==> src/hw/rtl/lcg_pkg.sv <==
`timescale 1ns / 1ps
`default_nettype none
// ----------------------------------------------------------------------------
// lcg_pkg: shared types and constants of the chirp generator
// Register map, quadrant codes, queue depth and the quarter-wave sine entry
// function that builds the lookup table at elaboration.
// ----------------------------------------------------------------------------
package lcg_pkg;

  // Configuration port geometry
  localparam int unsigned CFG_IDX_BITS  = 2;
  localparam int unsigned CFG_DATA_BITS = 32;

  // Register field widths
  localparam int unsigned START_STEP_BITS   = 32;
  localparam int unsigned STEP_INC_BITS     = 32;
  localparam int unsigned SAMPLE_COUNT_BITS = 24;

  // Register indexes
  typedef enum logic [CFG_IDX_BITS-1:0] {
    REG_START_STEP   = 2'd0,
    REG_STEP_INC     = 2'd1,
    REG_SAMPLE_COUNT = 2'd2
  } reg_idx_e;

  // Quadrant taken from the top two phase bits
  typedef enum logic [1:0] {
    QUAD_0 = 2'd0,
    QUAD_1 = 2'd1,
    QUAD_2 = 2'd2,
    QUAD_3 = 2'd3
  } quad_e;

  // Depth of the queue between front and back (power of two)
  localparam int unsigned FIFO_DEPTH = 4;

  // pi/2 in Q30, rounded
  localparam longint unsigned HALF_PI_Q30 = 64'd1686629713;
  localparam longint unsigned Q30_ONE     = 64'd1 << 30;

  // Truncating quotient by shift and subtract. Used only at elaboration.
  function automatic longint unsigned udiv64(input longint unsigned num,
                                             input longint unsigned den);
    longint unsigned quo;
    longint unsigned rem;
    quo = '0;
    rem = '0;
    for (int b = 63; b >= 0; b--) begin
      rem = {rem[62:0], num[b]};
      if (rem >= den) begin
        rem    = rem - den;
        quo[b] = 1'b1;
      end
    end
    return quo;
  endfunction

  // One quarter-wave sine entry, Q30 Taylor series evaluated in fixed point,
  // scaled to the amplitude range. Used only at elaboration.
  function automatic logic [31:0] sine_entry(input int unsigned n,
                                             input int unsigned addr_bits,
                                             input int unsigned amp_bits);
    longint unsigned x;
    longint unsigned x2;
    longint unsigned t;
    longint unsigned s;
    longint unsigned v;
    longint unsigned d;
    longint unsigned amp_max;
    amp_max = (64'd1 << (amp_bits - 1)) - 64'd1;
    x  = (HALF_PI_Q30 * longint'(n) + (64'd1 << (addr_bits - 1))) >> addr_bits;
    x2 = (x * x) >> 30;
    t  = Q30_ONE;
    for (int k = 7; k >= 1; k--) begin
      d = longint'(2 * k) * longint'(2 * k + 1);
      t = Q30_ONE - udiv64((x2 * t) >> 30, d);
    end
    s = (x * t) >> 30;
    v = (s * amp_max + (64'd1 << 29)) >> 30;
    if (v > amp_max) begin
      v = amp_max;
    end
    return v[31:0];
  endfunction

endpackage : lcg_pkg
`default_nettype wire

==> src/hw/rtl/lcg_fifo.sv <==
`timescale 1ns / 1ps
`default_nettype none
// ----------------------------------------------------------------------------
// lcg_fifo: decoupling queue
// Small register queue between the sequencer and the lookup pipeline.
// Push and pop may happen in the same cycle.
// ----------------------------------------------------------------------------
module lcg_fifo
  import lcg_pkg::*;
#(
  parameter int unsigned WIDTH = 13,
  localparam int unsigned PTR_BITS = $clog2(FIFO_DEPTH)
) (
  input  wire logic             clk_i,
  input  wire logic             rst_ni,
  input  wire logic             push_i,
  input  wire logic [WIDTH-1:0] data_i,
  output logic                  full_o,
  input  wire logic             pop_i,
  output logic                  empty_o,
  output logic [WIDTH-1:0]      data_o
);

  logic [WIDTH-1:0]    mem_q [FIFO_DEPTH];
  logic [PTR_BITS-1:0] wr_ptr_q;
  logic [PTR_BITS-1:0] rd_ptr_q;
  logic [PTR_BITS:0]   count_q;
  logic                do_push;
  logic                do_pop;

  assign full_o  = count_q == (PTR_BITS+1)'(FIFO_DEPTH);
  assign empty_o = count_q == '0;
  assign do_push = push_i && !full_o;
  assign do_pop  = pop_i && !empty_o;
  assign data_o  = mem_q[rd_ptr_q];

  // Storage
  always_ff @(posedge clk_i) begin
    if (do_push) begin
      mem_q[wr_ptr_q] <= data_i;
    end
  end

  // Pointers and fill level
  always_ff @(posedge clk_i or negedge rst_ni) begin
    if (!rst_ni) begin
      wr_ptr_q <= '0;
      rd_ptr_q <= '0;
      count_q  <= '0;
    end else begin
      if (do_push) begin
        wr_ptr_q <= wr_ptr_q + 1'b1;
      end
      if (do_pop) begin
        rd_ptr_q <= rd_ptr_q + 1'b1;
      end
      if (do_push && !do_pop) begin
        count_q <= count_q + 1'b1;
      end else if (do_pop && !do_push) begin
        count_q <= count_q - 1'b1;
      end
    end
  end

  a_no_overflow: assert property (@(posedge clk_i) disable iff (!rst_ni)
    push_i |-> !full_o)
    else $error("push into a full queue");

  a_level_bound: assert property (@(posedge clk_i) disable iff (!rst_ni)
    count_q <= (PTR_BITS+1)'(FIFO_DEPTH))
    else $error("queue level out of range");

endmodule : lcg_fifo
`default_nettype wire

==> config.mk <==
export PLATFORM = sky130hd
export DESIGN_NAME = lcg_fifo
export DESIGN_NICKNAME = d
export VERILOG_FILES = /design/src/hw/rtl/lcg_pkg.sv /design/src/hw/rtl/lcg_fifo.sv
export SDC_FILE = /design/constraint.sdc
export NUM_CORES = 1
export LEC_CHECK = 0
export BUFFER_PORTS_ARGS = -buffer_cell sky130_fd_sc_hd__clkbuf_2
export CAP_MARGIN = 40
export CORE_MARGIN = 8
export CORE_UTILIZATION = 40
export CTS_BUF_LIST = sky130_fd_sc_hd__clkbuf_2
export CTS_CLUSTER_DIAMETER = 30
export DETAILED_ROUTE_END_ITERATION = 10
export PLACE_DENSITY = 0.56
export REMOVE_ABC_BUFFERS = 1
export SLEW_MARGIN = 10
export SYNTH_ARGS = -nofsm -noshare
export SYNTH_HDL_FRONTEND = slang
export SYNTH_SLANG_ARGS = --single-unit
==> constraint.sdc <==
create_clock -name clk_i -period 3.2 [get_ports clk_i]
set_input_delay 0.32 -clock clk_i [delete_from_list [all_inputs] [get_ports clk_i]]
set_output_delay 0.32 -clock clk_i [all_outputs]
set_load 0.03 [all_outputs]
---- Yosys cells after proc, flatten, opt, wreduce, memory -nomap -nowiden ----
Memory sizes are Yosys's and may differ from the RTL's.
Cells that the tools add are included.
cells by class
  $add $sub $neg .......................... 4
  $mul .................................... 0
  divide/modulo/power cells ............... 0
  $lt $le $gt $ge ......................... 0
  equality and inequality tests ........... 1
  shifts and indexed selects .............. 0
  multiplexer cells ....................... 4
  bitwise operators ....................... 0
  reductions and logical operators ........ 10
operators by type and width
  cell                 number
  $mux 3               2
  $add 2x1->2 const B  2
  $logic_and 1x1->1    4
  $logic_not 1->1      4
  $add 3x1->3 const B  1
  $eq 3x3->1 const B   1
  $logic_not 3->1      1
  $sub 3x1->3 const B  1
  $mux 1               2
  $reduce_bool 2->1    1
storage, ports and cells
  register bits ........................... 7
  latch bits .............................. 0
  bits in writable memories ............... 52
  memory bits (read-only) ................. 0
  input port bits ......................... 17
  word-level logic and storage cells ...... 23
  memories ................................ 1
memory list
  name   words  bits a word  rd ports  clocked after Yosys merged registers in  write ports  line            RTL
  mem_q  4      13           1         0                                        1            lcg_fifo.sv:24  logic [WIDTH-1:0] mem_q [FIFO_DEPTH];

---- Depth between registers and ports, before layout ----
  depth in word-level cells ............... 7
  gate-level depth with buffers ........... 9
  depth with buffers taken out ............ 8

---- Worst setup path after synthesis ----
No wires, ideal clock.
  path kind ............................... reg2reg
  start ................................... register count_q[0]
  end ..................................... register count_q[1]
  library setup time ...................... 0.125 ns
  data arrival time ....................... 2.100 ns
  setup slack ............................. 0.975 ns
  cell stages (with the launch flop) ...... 8
  buffers on the path ..................... 1
  clock period less this slack ............ 2.225 ns
  cell sequence ........................... dfrtp_1 -> nor3b_2 -> nor2b_1 -> buf_6 -> ha_1 -> inv_1 -> fa_1 -> mux2_2
on the way
  cells in the longest elaborated chain, start to end .. 6
  elaborated cells on any way between the ends .. 15
RTL lines
  item                                line            RTL
  from (decl)                         lcg_fifo.sv:27  logic [PTR_BITS:0] count_q;
  from (signal assigned)              lcg_fifo.sv:58  count_q <= count_q + 1'b1;
  from (signal assigned)              lcg_fifo.sv:60  count_q <= count_q - 1'b1;
  $eq 3x3->1 (*)                      lcg_fifo.sv:31  assign full_o = count_q == (PTR_BITS+1)'(FIFO_DEPTH);
  net full_o                          lcg_fifo.sv:18  output logic full_o,
  $logic_not 1->1 (*)                 lcg_fifo.sv:33  assign do_push = push_i && !full_o;
  $logic_and 1x1->1 (*)               lcg_fifo.sv:33
  net do_push                         lcg_fifo.sv:28  logic do_push;
  $logic_not 1->1                     lcg_fifo.sv:59  end else if (do_pop && !do_push) begin
  $logic_and 1x1->1                   lcg_fifo.sv:59
  $reduce_bool 2->1 (no source line)  -
The timed path passes the listed nets; every way through them passes the cells marked *. The select of a mux whose other input is x is not followed.
A chain may end at the register's enable or synchronous reset.

---- Final worst setup path ----
  start ................................... register rd_ptr_q[0]
  end ..................................... output port data_o[5]
on the way
  cells in the longest elaborated chain, start to end .. 1
RTL lines
  item                    line            RTL
  from (decl)             lcg_fifo.sv:26  logic [PTR_BITS-1:0] rd_ptr_q;
  from (signal assigned)  lcg_fifo.sv:55  rd_ptr_q <= rd_ptr_q + 1'b1;
  $mem_v2 4x13            -
  to (decl)               lcg_fifo.sv:21  output logic [WIDTH-1:0] data_o
Every way passes these cells.

==> run_results.csv <==
group,metric,value,unit
run_status,status,"finished clean",
worst_setup_path,cp-startpoint,"rd_ptr_q[0]",
worst_setup_path,worstPathArrival,1.98,ns
worst_setup_path,endpoint_kind,"primary output",
pwr,sequentialPowerShare,0.480,
worst_setup_path,crit_fanout,11,
sta,setup_viol_count_final,0,
floorplanning,ios,32,
floorplanning,core_area,0.00554,mm2
clock_tree,root_buffer,"clkbuf_2",
routing,detail_route.drc_violations,0,
place,pre_cts_ws,1.03,ns
sta,hold_viol_final,0,
sta,fin_crit,2.30,ns
cells_and_area,final_common_cell,"edfxtp_1",
cells_and_area,drive_gt1_frac,0.405,
worst_setup_path,slowest_stage,"mux4_2",
routing,drtPass1Iterations,4,
sta,drv_slew,0,
floorplanning,dieHeight,92.0,um
floorplanning,die_area,0.00847,mm2
routing,via_count,1057,
sta,skew,0.0123,ns
sta,rsz0062_at_grt,"false",
run,cap_violations,0,
worst_setup_path,worstPathCellList,"buf_4 -> mux4_2 -> clkbuf_2",
pwr,p_sw_frac,0.375,
pwr,p_total,2.40,mW
floorplanning,rows,27,
min_path,hp-start,"data_i[6]",
routing,drtAntennaViolNets,0,
pwr,power_switching,0.898,mW
cells_and_area,nNetsFinal,167,
worst_setup_path,crit_path_start_kind,"flop",
synthesis,syn_inst,104,
global_route,grtUsageTotal,0.0974,
cells_and_area,final_cell_area,0.00261,mm2
pwr,peakVddDrop,0.422,mV
clock_tree,clkTransAtPathRegs,0.15,ns
routing,drt_iter0_markers,49,
worst_setup_path,reg2reg_from,"count_q[2]",
cells_and_area,area_delta_synth_final,12.7,%
synthesis,yosysWarnings,0,
routing,vias_per_cell,4.80,
synthesis,seq_area_frac_synth,0.751,
global_route,grt_max_degree,15,
sta,setup_slack,0.902,ns
routing,wl,3.88,mm
cells_and_area,num_antenna_cells,0,
clock_tree,max-clock-path-buffers,2,
routing,wl_per_cell,17.6,um
cells_and_area,final_cell_mix,"52 x edfxtp_1, 42 x clkbuf_2, 13 x mux4_2, 7 x dfrtp_1, 5 x ha_1",
pwr,p_leak,0.954,nW
clock_tree,cts_buffers,9,
synthesis,syn_area,0.00231,mm2
worst_setup_path,worst-path-buf-inv,2,
global_route,overflow,0,
clock_tree,clock_sinks,59,
place,post_dp_cell_area,0.00252,mm2
synthesis,synth_cell_type_count,20,
sta,tns,0,ns
clock_tree,h-tree-depth,3,
global_route,grt_antenna_before_repair,0,
pwr,p_int,1.50,mW
cells_and_area,fin_util,0.470,
worst_setup_path,crit_type,"flop to primary output",
place,io_buffer_count,31,
pwr,powerDensity,920,mW/mm2
global_route,grt_pass1_vias,1225,
clock_tree,cts_tree,"yes",
place,place_congestion,0.664,
worst_setup_path,crit_required,2.88,ns
clock_tree,ctsResizeCount,0,
synthesis,syn_area_per_cell,22.2,um2
sta,max_slew_margin,0.521,
pwr,pwr-share-comb,0.381,
min_path,min-delay-path-class,"primary input to flop",
sta,max_freq,0.435,GHz
synthesis,synth-seq-cells,59,
place,dpl.hpwl,2.56,mm
worst_setup_path,critical_path.max_stage_delay,0.54,ns
clock_tree,clk_latency,0.42,ns
sta,finalCritPeriodShare,0.718,
pwr,p_clk_frac,0.140,
floorplanning,start_util,0.417,
global_route,grt_pass1_wl,6.17,mm
sta,tightest_slew,0.719,ns
worst_setup_path,critPathTopFamily,"multiplexers",
floorplanning,dieWidth,92.0,um
[Yosys cell counts]
master / instances / area, um2
edfxtp_1: 52 / 1560
mux4_2: 13 / 293
dfrtp_1: 7 / 175
ha_1: 5 / 62.6
and2_1: 4 / 25.0
inv_1: 4 / 15.0
xnor2_1: 4 / 35.0
buf_6: 2 / 22.5
xor2_1: 2 / 17.5
buf_2: 1 / 5.00
buf_8: 1 / 15.0
fa_1: 1 / 20.0
mux2_2: 1 / 11.3
mux2_4: 1 / 15.0
nand2_1: 1 / 3.75
nand3_1: 1 / 5.00
nor2_1: 1 / 3.75
nor2b_1: 1 / 6.26
nor3b_2: 1 / 12.5
or3_1: 1 / 6.26
[cell type report]
type                       count  area [um2]
inverter                       4        15.0
multi-input combinational     37         517
clock buffer                  11        55.1
clock inverter                 4        18.8
timing repair buffer          33         173
tap                           72        90.1
fill                         501        2940
sequential                    59        1740
[routing by layer]
metal / GRT usage / vias to the layer above / routed length [um]
met3: 0.0326 / 7 / 186
li1: - / 489 / -
met5: 0 / - / 0
met2: 0.169 / 22 / 2090
met1: 0.0993 / 539 / 1530
met4: 0.0604 / 0 / 63
[final timing paths]
path                               end  depth (start not counted)  slack, ns
max                          data_o[5]                          3       0.90
min                        mem_q[0][6]                          1       0.11
max reg2reg                 count_q[2]                          8       1.00
min reg2reg                 count_q[2]                          1       0.52
max in group asynchronous  rd_ptr_q[1]                          2       2.78
min in group asynchronous   count_q[1]                          2       0.25
[flip-flops by register name (all words and copies together) (netlist names)]
name,cells
count_q,3
wr_ptr_q,2
rd_ptr_q,2
mem_q,52
[through the flow]
step | instances | hold slack (ns)
floorplan | 100 | 0.0244
global placement | 204 | 0.166
detailed placement | 204 | 0.171
CTS | 220 | 0.0606
global route | 220 | 0.0457
finish | 220 | 0.108
[worst register-to-register path, cell delays in order (launching register included)]
cell and delay [ns]:
dfrtp_1 0.43, nor3b_2 0.17, nor2b_1 0.40, ha_1 0.26, inv_1 0.06, fa_1 0.37, xor2_1 0.15, nor2_1 0.12
xor2_1 0.17
[cells by family after synthesis]
logic type / synth area share
XOR/XNOR: 0.0227
buffers and inverters: 0.0249
multiplexers: 0.138
flip-flops: 0.751
AND/OR/NAND/NOR: 0.0271
adder cells (fa/ha/maj): 0.0357
[power groups by stage]
stage | Clock [mW] | Sequential, mW | Combinational (mW)
2_1_floorplan | 0 | 1.16 | 0.663
3_3_place_gp | 0 | 1.16 | 0.922
3_5_place_dp | 0 | 1.17 | 0.937
4_1_cts | 0.351 | 1.15 | 0.940
5_1_grt | 0.383 | 1.17 | 0.986
6_report | 0.335 | 1.15 | 0.912
[what timing repair did]
item | CTS | global route
buffers inserted | 0 | 0
hold buffers | 1 | 0
hold endpoints to repair | 7 | 0
Note: power is estimated with default switching activity, not from simulation.
